**src/rtl/cle_pkg.sv**
```systemverilog
// Shared types and constants of the canonical line editor.
package cle_pkg;

   localparam int COUNT_W = 7;
   localparam int BYTE_W  = 8;

   localparam logic [BYTE_W-1:0] CH_BS  = 8'd8;
   localparam logic [BYTE_W-1:0] CH_DEL = 8'd127;
   localparam logic [BYTE_W-1:0] CH_CR  = 8'd13;
   localparam logic [BYTE_W-1:0] CH_LF  = 8'd10;
   localparam logic [BYTE_W-1:0] CH_SP  = 8'd32;

   localparam logic REQ_CHAR = 1'b0;
   localparam logic REQ_READ = 1'b1;

   localparam logic [1:0] RES_ECHO   = 2'd0;
   localparam logic [1:0] RES_DATA   = 2'd1;
   localparam logic [1:0] RES_STATUS = 2'd2;

   localparam logic [1:0] STAT_OK        = 2'd0;
   localparam logic [1:0] STAT_NOT_READY = 2'd1;
   localparam logic [1:0] STAT_REFUSED   = 2'd2;

   localparam logic REG_CANONICAL = 1'b0;
   localparam logic REG_ECHO      = 1'b1;

   typedef struct packed {
      logic [1:0]         kind;
      logic [BYTE_W-1:0]  data;
      logic [COUNT_W-1:0] count;
      logic [1:0]         status;
   } res_type;

   typedef struct packed {
      logic               wr_en;
      logic [COUNT_W-1:0] wr_addr;
      logic [BYTE_W-1:0]  wr_data;
      logic [COUNT_W-1:0] rd_addr;
   } mem_req_type;

endpackage

```
**src/rtl/cle_line_mem.sv**
```systemverilog
// Line buffer memory with one write port and one registered read port.
module cle_line_mem
   import cle_pkg::*;
#(
   parameter int DEPTH = 64
) (
   input  logic              clock,
   input  mem_req_type       mem_req,
   output logic [BYTE_W-1:0] rd_data
);

   localparam int ADDR_W = $clog2(DEPTH);

   logic [BYTE_W-1:0] line_store_ff [DEPTH];
   logic [BYTE_W-1:0] rd_data_ff;

   always_ff @(posedge clock) begin
      if (mem_req.wr_en) begin
         line_store_ff[mem_req.wr_addr[ADDR_W-1:0]] <= mem_req.wr_data;
      end
      rd_data_ff <= line_store_ff[mem_req.rd_addr[ADDR_W-1:0]];
   end

   assign rd_data = rd_data_ff;

endmodule

```
**src/rtl/canonical_line_editor.sv**
```systemverilog
// Top level of the canonical line editor: sequencer, line state and result register.
// A character causes 0 to 3 results, which are sent one by one from the EMIT state.
// A read fetches each delivered byte through the RD_ADDR and RD_DATA states, as set by the
// registered read port of the line buffer; status-only answers go through the EMIT state.
// One transaction is processed at a time; results leave through a single output register.
// Reset turns canonical mode and echo on and clears line count, offset and pending flag.
module canonical_line_editor
   import cle_pkg::*;
#(
   parameter int LINE_DEPTH = 64
) (
   input  logic        clock,
   input  logic        reset,
   input  logic        req_tvalid,
   output logic        req_tready,
   input  logic [15:0] req_tdata,   // char_byte, read_length, zero pad
   input  logic        req_tuser,   // kind
   output logic        rsp_tvalid,
   input  logic        rsp_tready,
   output logic [23:0] rsp_tdata,   // out_byte, byte_count, status_code, zero pad
   output logic [1:0]  rsp_tuser,   // result_kind
   output logic        rsp_tlast,
   input  logic        csr_valid,
   output logic        csr_ready,
   input  logic        csr_index,
   input  logic        csr_data
);

   localparam logic [COUNT_W-1:0] DEPTH_C = COUNT_W'(LINE_DEPTH);

   typedef enum logic [1:0] {ST_IDLE, ST_EMIT, ST_RD_ADDR, ST_RD_DATA} state_type;

   state_type          state_ff, state_in;
   logic               canon_ff, canon_in;
   logic               echo_ff, echo_in;
   logic [COUNT_W-1:0] count_ff, count_in;
   logic [COUNT_W-1:0] head_ff, head_in;
   logic               pending_ff, pending_in;
   logic [COUNT_W-1:0] take_ff, take_in;
   logic [COUNT_W-1:0] idx_ff, idx_in;
   res_type            seq_ff [3];
   res_type            seq_in [3];
   logic [1:0]         seq_len_ff, seq_len_in;
   res_type            rsp_ff, rsp_in;
   logic               rsp_last_ff, rsp_last_in;
   logic               rsp_valid_ff, rsp_valid_in;

   mem_req_type        mem_req;
   logic [BYTE_W-1:0]  rd_data;

   logic               req_acc;
   logic               slot_free;
   logic [BYTE_W-1:0]  ch;
   logic [COUNT_W-1:0] rlen;
   logic [COUNT_W-1:0] want;
   logic [COUNT_W-1:0] take;

   cle_line_mem #(
      .DEPTH (LINE_DEPTH)
   ) u_line_mem (
      .clock   (clock),
      .mem_req (mem_req),
      .rd_data (rd_data)
   );

   assign req_tready = (state_ff == ST_IDLE);
   assign req_acc    = req_tvalid && req_tready;
   assign slot_free  = !rsp_valid_ff || rsp_tready;
   assign csr_ready  = 1'b1;
   assign ch         = req_tdata[7:0];
   assign rlen       = req_tdata[14:8];
   assign want       = (rlen > DEPTH_C) ? DEPTH_C : rlen;
   assign take       = (want < count_ff) ? want : count_ff;

   always_comb begin
      state_in     = state_ff;
      canon_in     = canon_ff;
      echo_in      = echo_ff;
      count_in     = count_ff;
      head_in      = head_ff;
      pending_in   = pending_ff;
      take_in      = take_ff;
      idx_in       = idx_ff;
      seq_in       = seq_ff;
      seq_len_in   = seq_len_ff;
      rsp_in       = rsp_ff;
      rsp_last_in  = rsp_last_ff;
      rsp_valid_in = rsp_valid_ff;
      if (rsp_tready) begin
         rsp_valid_in = 1'b0;
      end

      mem_req.wr_en   = 1'b0;
      mem_req.wr_addr = count_ff;
      mem_req.wr_data = ch;
      mem_req.rd_addr = head_ff + idx_ff;

      if (csr_valid) begin
         case (csr_index)
            REG_CANONICAL: canon_in = csr_data;
            REG_ECHO:      echo_in  = csr_data;
            default: ;
         endcase
      end

      case (state_ff)
         ST_IDLE: begin
            if (req_acc) begin
               idx_in     = '0;
               seq_len_in = 2'd0;
               if (req_tuser == REQ_READ) begin
                  if (!pending_ff) begin
                     seq_in[0]  = '{RES_STATUS, '0, '0, STAT_NOT_READY};
                     seq_len_in = 2'd1;
                  end else if (want == '0) begin
                     seq_in[0]  = '{RES_STATUS, '0, '0, STAT_OK};
                     seq_len_in = 2'd1;
                  end else begin
                     take_in  = take;
                     state_in = ST_RD_ADDR;
                  end
               end else if (!canon_ff) begin
                  seq_in[0]  = '{RES_DATA, ch, COUNT_W'(1), STAT_OK};
                  seq_in[1]  = '{RES_ECHO, ch, '0, STAT_OK};
                  seq_len_in = echo_ff ? 2'd2 : 2'd1;
               end else if (pending_ff) begin
                  seq_in[0]  = '{RES_STATUS, '0, '0, STAT_REFUSED};
                  seq_len_in = 2'd1;
               end else if (ch inside {CH_BS, CH_DEL}) begin
                  seq_in[0] = '{RES_ECHO, CH_BS, '0, STAT_OK};
                  seq_in[1] = '{RES_ECHO, CH_SP, '0, STAT_OK};
                  seq_in[2] = '{RES_ECHO, CH_BS, '0, STAT_OK};
                  if (count_ff != '0) begin
                     count_in   = count_ff - COUNT_W'(1);
                     seq_len_in = echo_ff ? 2'd3 : 2'd0;
                  end
               end else if (ch inside {CH_CR, CH_LF}) begin
                  if (count_ff < DEPTH_C) begin
                     mem_req.wr_en   = 1'b1;
                     mem_req.wr_data = CH_LF;
                     count_in        = count_ff + COUNT_W'(1);
                  end
                  pending_in = 1'b1;
                  seq_in[0]  = '{RES_ECHO, CH_CR, '0, STAT_OK};
                  seq_in[1]  = '{RES_ECHO, CH_LF, '0, STAT_OK};
                  seq_len_in = echo_ff ? 2'd2 : 2'd0;
               end else begin
                  seq_in[0] = '{RES_ECHO, ch, '0, STAT_OK};
                  if (count_ff < DEPTH_C) begin
                     mem_req.wr_en = 1'b1;
                     count_in      = count_ff + COUNT_W'(1);
                     seq_len_in    = echo_ff ? 2'd1 : 2'd0;
                  end
               end
               if (seq_len_in != 2'd0) begin
                  state_in = ST_EMIT;
               end
            end
         end
         ST_EMIT: begin
            if (slot_free) begin
               rsp_in       = seq_ff[idx_ff[1:0]];
               rsp_last_in  = (idx_ff[1:0] == seq_len_ff - 2'd1);
               rsp_valid_in = 1'b1;
               idx_in       = idx_ff + COUNT_W'(1);
               if (idx_ff[1:0] == seq_len_ff - 2'd1) begin
                  state_in = ST_IDLE;
               end
            end
         end
         ST_RD_ADDR: begin
            state_in = ST_RD_DATA;
         end
         ST_RD_DATA: begin
            if (slot_free) begin
               rsp_in       = '{RES_DATA, rd_data, take_ff, STAT_OK};
               rsp_last_in  = (idx_ff == take_ff - COUNT_W'(1));
               rsp_valid_in = 1'b1;
               idx_in       = idx_ff + COUNT_W'(1);
               if (idx_ff == take_ff - COUNT_W'(1)) begin
                  count_in = count_ff - take_ff;
                  if (count_ff == take_ff) begin
                     pending_in = 1'b0;
                     head_in    = '0;
                  end else begin
                     head_in = head_ff + take_ff;
                  end
                  state_in = ST_IDLE;
               end else begin
                  state_in = ST_RD_ADDR;
               end
            end
         end
         default: begin
            state_in = ST_IDLE;
         end
      endcase
   end

   always_ff @(posedge clock) begin
      if (reset) begin
         state_ff     <= ST_IDLE;
         canon_ff     <= 1'b1;
         echo_ff      <= 1'b1;
         count_ff     <= '0;
         head_ff      <= '0;
         pending_ff   <= 1'b0;
         rsp_valid_ff <= 1'b0;
      end else begin
         state_ff     <= state_in;
         canon_ff     <= canon_in;
         echo_ff      <= echo_in;
         count_ff     <= count_in;
         head_ff      <= head_in;
         pending_ff   <= pending_in;
         rsp_valid_ff <= rsp_valid_in;
      end
      take_ff     <= take_in;
      idx_ff      <= idx_in;
      seq_ff      <= seq_in;
      seq_len_ff  <= seq_len_in;
      rsp_ff      <= rsp_in;
      rsp_last_ff <= rsp_last_in;
   end

   assign rsp_tvalid = rsp_valid_ff;
   assign rsp_tuser  = rsp_ff.kind;
   assign rsp_tlast  = rsp_last_ff;
   assign rsp_tdata  = {7'd0, rsp_ff.status, rsp_ff.count, rsp_ff.data};

   a_count_bound: assert property (@(posedge clock) disable iff (reset)
      count_ff <= DEPTH_C)
      else $error("line count exceeds the buffer depth");

   a_pending_nonempty: assert property (@(posedge clock) disable iff (reset)
      pending_ff |-> count_ff != '0)
      else $error("pending line with no bytes");

   a_head_pending: assert property (@(posedge clock) disable iff (reset)
      head_ff != '0 |-> pending_ff)
      else $error("read offset set without a pending line");

   a_read_done: assert property (@(posedge clock) disable iff (reset)
      (state_ff == ST_RD_DATA && slot_free && idx_ff == take_ff - COUNT_W'(1))
      |=> rsp_tvalid && rsp_tlast && state_ff == ST_IDLE)
      else $error("last byte of a read not marked as last");

endmodule

```
**config.mk**
```make
export PLATFORM = sky130hd
export DESIGN_NAME = canonical_line_editor
export DESIGN_NICKNAME = d
export VERILOG_FILES = /design/src/rtl/cle_pkg.sv /design/src/rtl/cle_line_mem.sv /design/src/rtl/canonical_line_editor.sv
export SDC_FILE = /design/constraint.sdc
export NUM_CORES = 1
export LEC_CHECK = 0
export ABC_AREA = 0
export BUFFER_PORTS_ARGS = -buffer_cell sky130_fd_sc_hd__buf_2
export CORE_AREA = 2 2 222 224
export DETAILED_ROUTE_END_ITERATION = 7
export DIE_AREA = 0 0 224 226
export PLACE_DENSITY = 0.67
export SLEW_MARGIN = 0
export SYNTH_ARGS = -nofsm -noshare
export SYNTH_HDL_FRONTEND = slang
export SYNTH_SLANG_ARGS = --single-unit
```
**constraint.sdc**
```tcl
create_clock -name clock -period 10.5 [get_ports clock]
set_input_delay 1.05 -clock clock [delete_from_list [all_inputs] [get_ports clock]]
set_output_delay 1.05 -clock clock [all_outputs]
set_load 0.01 [all_outputs]
```
# [Word-level counts from Yosys, hierarchy flattened]
# Memories as Yosys holds them, arrays and structs flattened. A register that Yosys moved wholly into a read port is not among the register bits.
# Index checks and enable logic that the tools add are counted.
[word_totals] regBits=94 mem_bits_rw=512 in_bits=24 out_inout_bits=30 elab_cells=182 mem_count=1
[classes] addsub=8 magnitude_cmp=4 eq_ne=28 muxes=89 n_bitwise=4 reduce_logical=25
[memory_table] memory="u_line_mem.line_store_ff" words=64 width=8 rd=1 rd_ports_with_merged_regs=1 write_ports=1 line_no="cle_line_mem.sv:14" text="logic [BYTE_W-1:0] line_store_ff [DEPTH];"
[op_table] operator="2-to-1 mux 19 bit" n=9
[op_table] operator="2-to-1 mux 7 bit" n=14
[op_table] operator="2-to-1 mux 38 bit" n=2
[op_table] operator="2-to-1 mux 8 bit" n=8
[op_table] operator="2-to-1 mux 2 bit" n=20
[op_table] operator="binary-select mux 19 bit (select 2 bit)" n=1
[op_table] operator="one-hot mux 19 bit (2 select lines)" n=1
[op_table] operator="2-to-1 mux 36 bit" n=1
[op_table] operator="one-hot mux 7 bit (2 select lines)" n=2
[op_table] operator="2-to-1 mux 1 bit" n=27
[op_table] operator="equality test 8 x 4 -> 1 bit, second input constant" n=3
[op_table] operator="2-to-1 mux 17 bit" n=1
[op_table] operator="inequality test 2 bit, second input constant" n=8
[op_table] operator="adder 7 x 1 -> 7 bit, second input constant" n=2
[op_table] operator="equality test 7 bit" n=2
[op_table] operator="AND reduction 7 bit" n=2
[op_table] operator="subtractor 7 x 1 -> 7 bit, second input constant" n=2
[op_table] operator="inequality test 3 x 1 -> 1 bit, second input constant" n=4
[op_table] operator="AND reduction 3 bit" n=4
[op_table] operator="nonzero test 2 bit" n=6
[op_table] operator="AND reduction 5 bit" n=2
[op_table] operator="inequality test 3 x 2 -> 1 bit, second input constant" n=3
[op_table] operator="AND reduction 9 bit" n=1
[op_table] operator="equality test 8 x 7 -> 1 bit, second input constant" n=1
[op_table] operator="other kinds (24)" n=32

# [Logic depth before layout (Yosys ltp)]
# Gate-level depths: netlist of run 1.
[logic_depth] depth_word=13 mapped_depth=12

# [Hierarchy]
# Synthesis of run 1 repeated with hierarchy kept, for this count alone.
[unflattened] cells_unflattened=1460 hier_area_um2=24950.2
[by_module_without_submodules] module="cle_line_mem" instances=1 cells_per_inst=972 area_per_inst_um2=20190.6 seq_area_each_um2=15534.9
[by_module_without_submodules] module="canonical_line_editor" instances=1 cells_per_inst=488 area_per_inst_um2=4759.6 seq_area_each_um2=2082.0

# [Least setup slack after synthesis of run 1]
# Ideal clock, no wire load.
[synth_timing] kind="in2reg" startpoint="input port req_tdata[4]" endpoint="memory u_line_mem.line_store_ff[0][1], data pin" t_arrival_ps=4361 setup_slack_ps=5437 cell_stages=6 n_path_buf=1 path_cell_list="nor3_1 -> nor2b_1 -> and2_1 -> clkbuf_1 -> nand2_1 -> o21ai_0"
[synth_lines] element="start: declaration" line_no="canonical_line_editor.sv:16" text="input logic [15:0] req_tdata,"
[synth_lines] element="end: declaration" line_no="cle_line_mem.sv:14"

# [Worst setup path after layout of run 1]
[layout_timing] startpoint="register idx_ff[0]" endpoint="register u_line_mem.rd_data_ff[2], in the netlist u_line_mem.rd_data[2], read port of u_line_mem.line_store_ff"
[layout_via] elab_chain_len=1
[layout_lines] element="start: declaration" line_no="canonical_line_editor.sv:40" text="logic [COUNT_W-1:0] idx_ff, idx_in;"
[layout_lines] element="start signal: assignment" line_no="canonical_line_editor.sv:219" text="idx_ff <= idx_in;"
[layout_lines] element="adder 6 bit" line_no="canonical_line_editor.sv:96" text="mem_req.rd_addr = head_ff + idx_ff;"
[layout_lines] element="end: declaration" line_no="cle_line_mem.sv:15" text="logic [BYTE_W-1:0] rd_data_ff;"
# Every way passes these cells.
# A chain may end at the register's enable or synchronous reset.

==> metrics.cfg, run 1 <==
[status]
outcome = finished clean

[critical_path]
worstPathCellList = ha_4 -> fa_4 -> buf_4 -> mux4_2 -> mux4_2 -> nor2b_1 -> a211oi_1 -> a21oi_1
critical_path.max_fanout = 58
wp_data_required_ps = 10970
cp.buffers_inverters = 1
crit_arrival_ps = 5140
path_common_cell = sky130_fd_sc_hd__mux4_2
critical_path.slowest_cell = sky130_fd_sc_hd__edfxtp_1
crit_type = flip-flop to flip-flop
max_stage_delay_ps = 780
kind_of_end_point_of_the_critical_path = flip-flop
crit_path_start_kind = flip-flop
critical_path.top_delay_family = adder cells

[route]
finalWirelength_um = 52100
drt-initial-drc-count = 971
dr.pass1.iters = 5
routed_via_density = 5.96
routedWlPerCell_um = 25.4
route.vias.total = 12236
antenna_violating_nets_post_route = 0
drt_drc_violations_left = 0

[timing]
holdWs_ps = 481
totalNegativeSetupSlack_ps = 0
fin_crit_ps = 4670
setup-violations-final = 0
fin_skew_ps = 40.5
max_slew.worst_pin.slew_ps = 1170
finalCritPeriodShare_pct = 44.5
maxSlewHeadroom_pct = 21.1
timing_max_transition_violations_final = 0
achievable-frequency_ghz = 0.214
grt_setup_unrepaired = no
final_hold_viol_count = 0

[finish]
area.sequential_um2 = 17600
drive_gt1_share_pct = 22.9
antenna_cells = 0
post_route_utilization_pct = 56.7
multi_input_area_um2 = 6760
design.final.nets = 1441
fillers = 3599
area_delta_synth_final_pct = 10.7

[clock_tree]
post_cts_hold_buffer_count = 0
clock-root-buffer = sky130_fd_sc_hd__clkbuf_16
clkSlewWorstSetupHoldPaths_ps = 60
clock-sinks = 595
tritoncts = done
post_cts_gate_resize_count = 0
cts_setup_buffers = 0
cts_made_buffers = 57
clock_tree.htree_level_count = 2
worst_skew_pair.late_latency_ps = 630
cts-root-to-sink-buffers = 3

[floorplanning]
die-height_um = 226
core.rowCount = 81
die_w_um = 224
core_um2 = 48300
number_of_top_level_design_ports = 54
fp.dieArea_um2 = 50600
start_util_pct = 51.2

[yosys]
yosysUniqueCellTypes = 65
yosys.area.top_type = sky130_fd_sc_hd__edfxtp_1
yosys-top-cells-area = sky130_fd_sc_hd__edfxtp_1, sky130_fd_sc_hd__mux4_2, sky130_fd_sc_hd__dfxtp_1, sky130_fd_sc_hd__nor2_1, sky130_fd_sc_hd__ha_1
synth.yosys.seq_area_share_pct = 71.1
synthesized_instance_count = 1324
postSynth.topFlopCell = sky130_fd_sc_hd__edfxtp_1
synthMostInstantiatedCell = sky130_fd_sc_hd__edfxtp_1
synth-edff-count = 568
ys_top_cells_by_count = sky130_fd_sc_hd__edfxtp_1, sky130_fd_sc_hd__mux4_2, sky130_fd_sc_hd__nor2_1, sky130_fd_sc_hd__nand2_1
avg_synthesized_cell_area_um2 = 18.7
postSynthRegisterBits = 595
syn_warnings = 0
post_synth_instance_area_um2 = 24800
yosysTopAreaCellShare_pct = 68.9
asyncSetResetFlopFracSynth_pct = 0

[global_routing]
grt-ovfl-total = 0
antenna_found_initial = 1
via_count_of_the_first_global_routing_pass = 12290
global_route_wire_length_before_repair_um = 78700
grt.total_usage_pct = 21.1
maximum_number_of_pins_on_one_net_before_global_route_repair = 109

[placed_design]
place_congestion = 0.838
hpwl_reported_at_the_end_of_detailed_placement_um = 31300
portBuffers = 44

[pwr]
pwr_density_cell_nw_per_um2 = 193
total_leakage_power_nw = 8.87
peakVddDrop_mv = 0.128

[flow_run]
max_cap_violations = 0

[min_path]
worstHoldPathType = flip-flop to flip-flop

## worst paths after layout
check | slack (ps) | start | cells past startpoint | to
setup reg to reg | 5830 | idx_ff[0] | 8 | u_line_mem.rd_data[2]
hold reg to reg | 480 | head_ff[5] | 2 | head_ff[5]
setup / recovery | 5830 | idx_ff[0] | 8 | u_line_mem.rd_data[2]
hold / removal | 480 | head_ff[5] | 2 | head_ff[5]
## layout make-up
type,count,share of cell area [%]
inverter,29,0.397
sequential,595,64.2
clock buffer,81,5.64
multi-input combinational,640,24.7
timing repair buffer,60,1.29
clock inverter,26,0.968
tap,622,2.84
## flip-flops by register name (all words and copies together), names as in the netlist, 6 cells and up
register and cells:
head_ff 6, seq_ff 20, u_line_mem.line_store_ff 512, take_ff 7, count_ff 7, u_line_mem.rd_data 8
idx_ff 7, rsp_tdata 17
## kinds of logic (layout without fill, tap and decap cells)
logic type / Yosys count / in the layout / synth area share (%)
xor+xnor: 28 / 28 / 1.02
mux: 191 / 191 / 15.8
simple gates: 264 / 264 / 5.06
flops: 595 / 595 / 71.1
other cells: 2 / 8 / 0.0303
fa+ha+maj: 34 / 34 / 1.84
compound gates: 115 / 115 / 3.16
buf+inv: 95 / 196 / 1.98
## metrics by stage
step	total power, mW	instance area [um^2]	cells	setup WS, ps
final	5.29	27400	2053	5830
after global routing	5.45	27400	2053	5730
after CTS	5.33	27400	2053	5820
after detailed placement	3.35	25600	1946	5540
after global placement	3.34	25600	1946	5760
after floorplan	3.16	24800	1330	5440
## worst register-to-register path: cells and delay by family (launching register included)
kind | cells | cell delay (ps)
adders and majority gates | 2 | 1120
muxes | 2 | 1070
DFF | 1 | 780
AOI/OAI and AO/OA | 2 | 740
buffers and inverters | 1 | 670
and+or+nand+nor | 1 | 170
## cells in the final DEF (no fill, tap or decap), types with 22 or more instances in the layout
| master | n |
|---|---|
| sky130_fd_sc_hd__nor2b_1 | 30 |
| sky130_fd_sc_hd__dfxtp_1 | 27 |
| sky130_fd_sc_hd__ha_1 | 29 |
| sky130_fd_sc_hd__inv_1 | 27 |
| sky130_fd_sc_hd__edfxtp_1 | 568 |
| sky130_fd_sc_hd__nand3_1 | 25 |
| sky130_fd_sc_hd__mux4_2 | 160 |
| sky130_fd_sc_hd__mux2i_1 | 25 |
| sky130_fd_sc_hd__nor2_1 | 116 |
| sky130_fd_sc_hd__buf_2 | 44 |
| sky130_fd_sc_hd__clkbuf_16 | 57 |
| sky130_fd_sc_hd__a21oi_1 | 32 |
| sky130_fd_sc_hd__o21ai_0 | 22 |
| sky130_fd_sc_hd__nand2_1 | 33 |
## where the power goes
part,internal (mW),total [mW],leakage [nW],switching [mW]
logic,0.282,0.617,2.62,0.335
clock network,1.13,2.00,0.886,0.871
registers,2.64,2.67,5.36,0.0319
total,4.05,5.29,8.87,1.24
## per-layer routing
metal | track usage (%) | wire length (um) | vias up
met1 | 31.1 | 23100 | 6331
met2 | 32.6 | 24200 | 402
met4 | 7.18 | 1450 | 0
li1 | - | - | 5426
met5 | 0 | 0 | -
met3 | 3.29 | 3250 | 77
(Power assumes the default switching activity.)
==> inputs of run 2 (changes only) <==
- PLACE_DENSITY: 0.67 -> 0.7
- clock period: 10.5 -> 4.1 ns (I/O delays scaled with it)
==> run 2 against run 1 <==
Effect of this change: die area unchanged; non-clock buffer count is 53 higher; first-iteration DRC count is 46% higher; total power grew to 2.6 times the previous value; wire length increased by 1.2%; critical path type unchanged.
==> metrics.cfg, run 2 (same netlist as run 1, synthesis figures left out) <==
[flow_run]
max_cap_violations = 0  ; unchanged

[clock_tree]
clock-sinks = 595  ; unchanged
clock-root-buffer = sky130_fd_sc_hd__clkbuf_16  ; unchanged
worst_skew_pair.late_latency_ps = 620  ; was 630 ps
clkSlewWorstSetupHoldPaths_ps = 60  ; about the same
tritoncts = done  ; unchanged
cts_made_buffers = 57  ; unchanged
cts_setup_buffers = 0  ; unchanged
post_cts_hold_buffer_count = 0  ; unchanged
post_cts_gate_resize_count = 0  ; unchanged
cts-root-to-sink-buffers = 3  ; unchanged
clock_tree.htree_level_count = 2  ; unchanged

[floorplanning]
die_w_um = 224  ; unchanged
number_of_top_level_design_ports = 54  ; unchanged
fp.dieArea_um2 = 50600  ; unchanged
start_util_pct = 51.2  ; unchanged
core_um2 = 48300  ; unchanged
core.rowCount = 81  ; unchanged
die-height_um = 226  ; unchanged

[timing]
maxSlewHeadroom_pct = 32.4  ; was 21.1%
timing_max_transition_violations_final = 0  ; unchanged
finalCritPeriodShare_pct = 87.3  ; was 44.5%
achievable-frequency_ghz = 0.279  ; was 0.214 GHz
max_slew.worst_pin.slew_ps = 1010  ; was 1170 ps
final_hold_viol_count = 0  ; unchanged
fin_skew_ps = 16.2  ; was 40.5 ps
grt_setup_unrepaired = no  ; unchanged
fin_crit_ps = 3580  ; was 4670 ps
totalNegativeSetupSlack_ps = 0  ; unchanged
setup-violations-final = 0  ; unchanged
layout_setup_ws_ps = 522  ; was 5830 ps

[route]
dr.pass1.iters = 7  ; was 5
antenna_violating_nets_post_route = 0  ; unchanged
drt_drc_violations_left = 0  ; unchanged
routedWlPerCell_um = 25.0  ; was 25.4 um
routed_via_density = 5.99  ; was 5.96
drt-initial-drc-count = 1422  ; was 971
route.vias.total = 12606  ; was 12236
finalWirelength_um = 52700  ; was 52100 um

[finish]
design.final.nets = 1494  ; was 1441
drive_gt1_share_pct = 25.7  ; was 22.9%
antenna_cells = 0  ; unchanged
area_delta_synth_final_pct = 12.7  ; was 10.7%
layout.cells.most_common = sky130_fd_sc_hd__edfxtp_1  ; unchanged
mostFrequentLayoutCells = sky130_fd_sc_hd__edfxtp_1, sky130_fd_sc_hd__mux4_2, sky130_fd_sc_hd__nor2_1, sky130_fd_sc_hd__buf_4, sky130_fd_sc_hd__clkbuf_16  ; was sky130_fd_sc_hd__edfxtp_1, sky130_fd_sc_hd__mux4_2, sky130_fd_sc_hd__nor2_1, sky130_fd_sc_hd__clkbuf_16, sky130_fd_sc_hd__buf_2
max_reg_flops = 512  ; unchanged

[critical_path]
critical_path.max_fanout = 24  ; was 58
crit_arrival_ps = 4060  ; was 5140 ps
crit_type = flip-flop to flip-flop  ; unchanged
wp_data_required_ps = 4580  ; was 10970 ps
reg2reg_setup_slack_ps = 520  ; was 5830 ps
crit_path_start_kind = flip-flop  ; unchanged
kind_of_end_point_of_the_critical_path = flip-flop  ; unchanged

[global_routing]
grt-ovfl-total = 0  ; unchanged
maximum_number_of_pins_on_one_net_before_global_route_repair = 67  ; was 109
antenna_found_initial = 0  ; was 1
global_route_wire_length_before_repair_um = 79500  ; was 78700 um
grt.total_usage_pct = 21.4  ; was 21.1%
via_count_of_the_first_global_routing_pass = 12745  ; was 12290

[placed_design]
place_congestion = 0.811  ; was 0.838
post-place-ws_ps = 493  ; was 5540 ps
portBuffers = 44  ; unchanged
hpwl_reported_at_the_end_of_detailed_placement_um = 33500  ; was 31300 um

[pwr]
peakVddDrop_mv = 0.388  ; was 0.128 mV
pwr_density_cell_nw_per_um2 = 489  ; was 193 nW/um^2
total_leakage_power_nw = 9.17  ; was 8.87 nW

[status]
outcome = finished clean  ; unchanged

[min_path]
worstHoldPathType = input port to flip-flop  ; was flip-flop to flip-flop

[run 2: changes by cell type in the layout (fill, tap and decap cells not counted)]
cell and change:
sky130_fd_sc_hd__clkinv_2 +1, sky130_fd_sc_hd__bufinv_16 +1, sky130_fd_sc_hd__clkinvlp_4 +2, sky130_fd_sc_hd__buf_12 +6
sky130_fd_sc_hd__clkbuf_1 -4, sky130_fd_sc_hd__buf_4 +47, sky130_fd_sc_hd__clkbuf_16 +1, sky130_fd_sc_hd__clkinv_1 +3
sky130_fd_sc_hd__clkbuf_8 -3, sky130_fd_sc_hd__clkinv_8 -1
[run 2: through the flow]
step                std cells  hold WS, ps  area [um^2]  power, mW  util [%]
floorplan                1330          453        24800       8.10         -
global placement         1999          471        26100       8.61      53.9
detailed placement       1999          488        26100       8.63      53.9
CTS                      2106        0.178        27900       13.7      57.7
global route             2106         31.9        27900       14.1      57.7
finish                   2106         32.5        27900       13.6      57.7
[run 2: where the power goes]
group / total, mW / internal [mW] / switching [mW]
Clock: 5.14 / 2.92 / 2.22
Sequential: 6.84 / 6.76 / 0.0789
Combinational: 1.65 / 0.769 / 0.876
[run 2: path summary, 6_finish.rpt]
kind	end	cells past startpoint	startpoint
worst min-delay path	canon_ff	2	csr_data
worst max-delay path	u_line_mem.rd_data[4]	8	idx_ff[0]
worst max register to register	u_line_mem.rd_data[4]	8	idx_ff[0]
worst min register to register	head_ff[5]	2	head_ff[5]
[run 2: layout make-up]
cell class,instances,area (um^2)
Clock inverter,32,310
Sequential cell,595,17600
Fill cell,3560,20400
Inverter,29,109
Timing Repair Buffer,113,826
Multi-Input combinational cell,640,6760
Clock buffer,75,1520
Tap cell,622,778
[run 2: critical path, cell delays in order (launching register included)]
cell and delay [ps]:
sky130_fd_sc_hd__edfxtp_1 440, sky130_fd_sc_hd__ha_4 190, sky130_fd_sc_hd__fa_4 960, sky130_fd_sc_hd__buf_12 240, sky130_fd_sc_hd__mux4_2 340, sky130_fd_sc_hd__mux4_2 540
sky130_fd_sc_hd__nor2b_1 160, sky130_fd_sc_hd__a211oi_1 480, sky130_fd_sc_hd__a21oi_1 70
[run 2: layer usage]
layer / GRT usage, % / wire length, um
met4: 7.31 / 1590
met2: 34.4 / 25300
met1: 29.5 / 22000
met5: 0 / 0
met3: 4.20 / 3790
==> inputs of run 3 (changes only) <==
- BUFFER_PORTS_ARGS: -buffer_cell sky130_fd_sc_hd__buf_2 -> not set
- DONT_BUFFER_PORTS: not set -> 1
- PLACE_DENSITY: 0.7 -> 0.69
==> run 3 against run 2 <==
Effect of this change: count of clock-buffer cells in the layout decreased by 10; critical path depth is 1 lower; global-route usage grew 0.68 points; hold slack worse by 5.6 ps; via count increased by 1.4%; clock power about the same; sequential power barely moved; die area is the same; setup slack gained 130 ps; largest power group unchanged; highest routed layer is now met5.
==> metrics.cfg, run 3 (same netlist as run 1, synthesis figures left out) <==
[clock_tree]
worst_skew_pair.late_latency_ps = 630  ; was 620 ps
post_cts_hold_buffer_count = 17  ; was 0
cts-root-to-sink-buffers = 3  ; unchanged
tritoncts = done  ; unchanged
cts_made_buffers = 57  ; unchanged
clkSlewWorstSetupHoldPaths_ps = 60  ; about the same
clock_tree.htree_level_count = 2  ; unchanged
cts_setup_buffers = 0  ; unchanged
clock-root-buffer = sky130_fd_sc_hd__clkbuf_16  ; unchanged
clock-sinks = 595  ; unchanged
post_cts_gate_resize_count = 0  ; unchanged

[route]
drt-initial-drc-count = 1269  ; was 1422
routed_via_density = 6.07  ; was 5.99
dr.pass1.iters = 7  ; unchanged
routedWlPerCell_um = 26.0  ; was 25.0 um
finalWirelength_um = 54700  ; was 52700 um
drt_drc_violations_left = 0  ; unchanged
antenna_violating_nets_post_route = 0  ; unchanged
route.vias.total = 12787  ; was 12606

[critical_path]
wp_data_required_ps = 4590  ; was 4580 ps
crit_path_start_kind = flip-flop  ; unchanged
critical_path.max_fanout = 21  ; was 24
crit_arrival_ps = 3940  ; was 4060 ps
crit_type = flip-flop to flip-flop  ; unchanged
kind_of_end_point_of_the_critical_path = flip-flop  ; unchanged

[pwr]
peakVddDrop_mv = 0.325  ; was 0.388 mV
fin_total_pwr_mw = 13.7  ; was 13.6 mW
pwr_density_cell_nw_per_um2 = 486  ; was 489 nW/um^2
total_leakage_power_nw = 9.28  ; was 9.17 nW

[finish]
antenna_cells = 0  ; unchanged
drive_gt1_share_pct = 25.3  ; was 25.7%
finish.cell_count_without_fillers = 2107  ; was 2106
post_route_utilization_pct = 58.3  ; was 57.7%
layout.cells.most_common = sky130_fd_sc_hd__edfxtp_1  ; unchanged
max_reg_flops = 512  ; unchanged
area_delta_synth_final_pct = 13.8  ; was 12.7%
mostFrequentLayoutCells = sky130_fd_sc_hd__edfxtp_1, sky130_fd_sc_hd__mux4_2, sky130_fd_sc_hd__nor2_1, sky130_fd_sc_hd__buf_4, sky130_fd_sc_hd__clkbuf_16  ; unchanged
fillers = 3508  ; was 3560
design.final.nets = 1498  ; was 1494

[timing]
setup-violations-final = 0  ; unchanged
fin_skew_ps = 19.2  ; was 16.2 ps
max_slew.worst_pin.slew_ps = 1180  ; was 1010 ps
maxSlewHeadroom_pct = 21.2  ; was 32.4%
final_hold_viol_count = 0  ; unchanged
finalCritPeriodShare_pct = 84.2  ; was 87.3%
holdWs_ps = 26.9  ; was 32.5 ps
timing_max_transition_violations_final = 0  ; unchanged
totalNegativeSetupSlack_ps = 0  ; unchanged
fin_crit_ps = 3450  ; was 3580 ps
grt_setup_unrepaired = no  ; unchanged
achievable-frequency_ghz = 0.290  ; was 0.279 GHz

[placed_design]
place_congestion = 0.850  ; was 0.811
place_inst = 1986  ; was 1999
hpwl_reported_at_the_end_of_detailed_placement_um = 33300  ; was 33500 um
portBuffers = 0  ; was 44

[floorplanning]
die-height_um = 226  ; unchanged
core_um2 = 48300  ; unchanged
number_of_top_level_design_ports = 54  ; unchanged
die_w_um = 224  ; unchanged
fp.dieArea_um2 = 50600  ; unchanged
start_util_pct = 51.2  ; unchanged
core.rowCount = 81  ; unchanged

[min_path]
worstHoldPathType = input port to flip-flop  ; unchanged

[global_routing]
via_count_of_the_first_global_routing_pass = 12823  ; was 12745
grt-ovfl-total = 0  ; unchanged
grt.total_usage_pct = 22.0  ; was 21.4%
maximum_number_of_pins_on_one_net_before_global_route_repair = 67  ; unchanged
antenna_found_initial = 1  ; was 0
global_route_wire_length_before_repair_um = 81900  ; was 79500 um

[flow_run]
max_cap_violations = 0  ; unchanged

[status]
outcome = finished clean  ; unchanged

## run 3: area by class of cell
class | count | area [um^2] | area share, %
Sequential cell | 595 | 17600 | 62.4
Tap cell | 622 | 778 | 2.76
Multi-Input combinational cell | 640 | 6760 | 24.0
Inverter | 29 | 109 | 0.386
Clock buffer | 65 | 1470 | 5.20
Timing Repair Buffer | 117 | 1110 | 3.93
Clock inverter | 39 | 357 | 1.27
## run 3: power by group
| group | total [mW] | leakage [nW] | switching [mW] | internal [mW] |
|---|---|---|---|---|
| clock | 5.17 | 0.894 | 2.23 | 2.94 |
| sequential | 6.85 | 5.36 | 0.0825 | 6.77 |
| combinational | 1.69 | 3.02 | 0.887 | 0.803 |
## run 3: worst paths after layout
| kind | to | cells past startpoint | slack [ps] | startpoint |
|---|---|---|---|---|
| worst max-delay path | u_line_mem.rd_data[3] | 7 | 650 | idx_ff[0] |
| worst min-delay path | seq_ff[30] | 1 | 30 | req_tdata[2] |
| worst max register to register | u_line_mem.rd_data[3] | 7 | 650 | idx_ff[0] |
| worst min register to register | head_ff[5] | 2 | 480 | head_ff[5] |
## run 3: per-layer routing
metal,track usage (%),vias to the layer above,part of all wire (%)
met2,35.6,552,48
li1,-,5539,-
met1,30.8,6584,41
met3,3.86,110,7.5
met5,0,-,0.024
met4,7.35,2,3.1
## run 3: worst max-delay path: stages (launching register included)
cell and delay [ps]:
sky130_fd_sc_hd__edfxtp_1 430, sky130_fd_sc_hd__ha_4 190, sky130_fd_sc_hd__fa_4 960, sky130_fd_sc_hd__buf_4 390, sky130_fd_sc_hd__mux4_2 410, sky130_fd_sc_hd__mux4_2 540
sky130_fd_sc_hd__mux2i_1 260, sky130_fd_sc_hd__a21oi_1 110
## run 3: per-stage QoR
step                cell area (um^2)  worst slack (ps)
floorplan                      24800               774
global placement               26100               684
detailed placement             26100               689
CTS                            28200               647
global route                   28200               574
finish                         28200               649
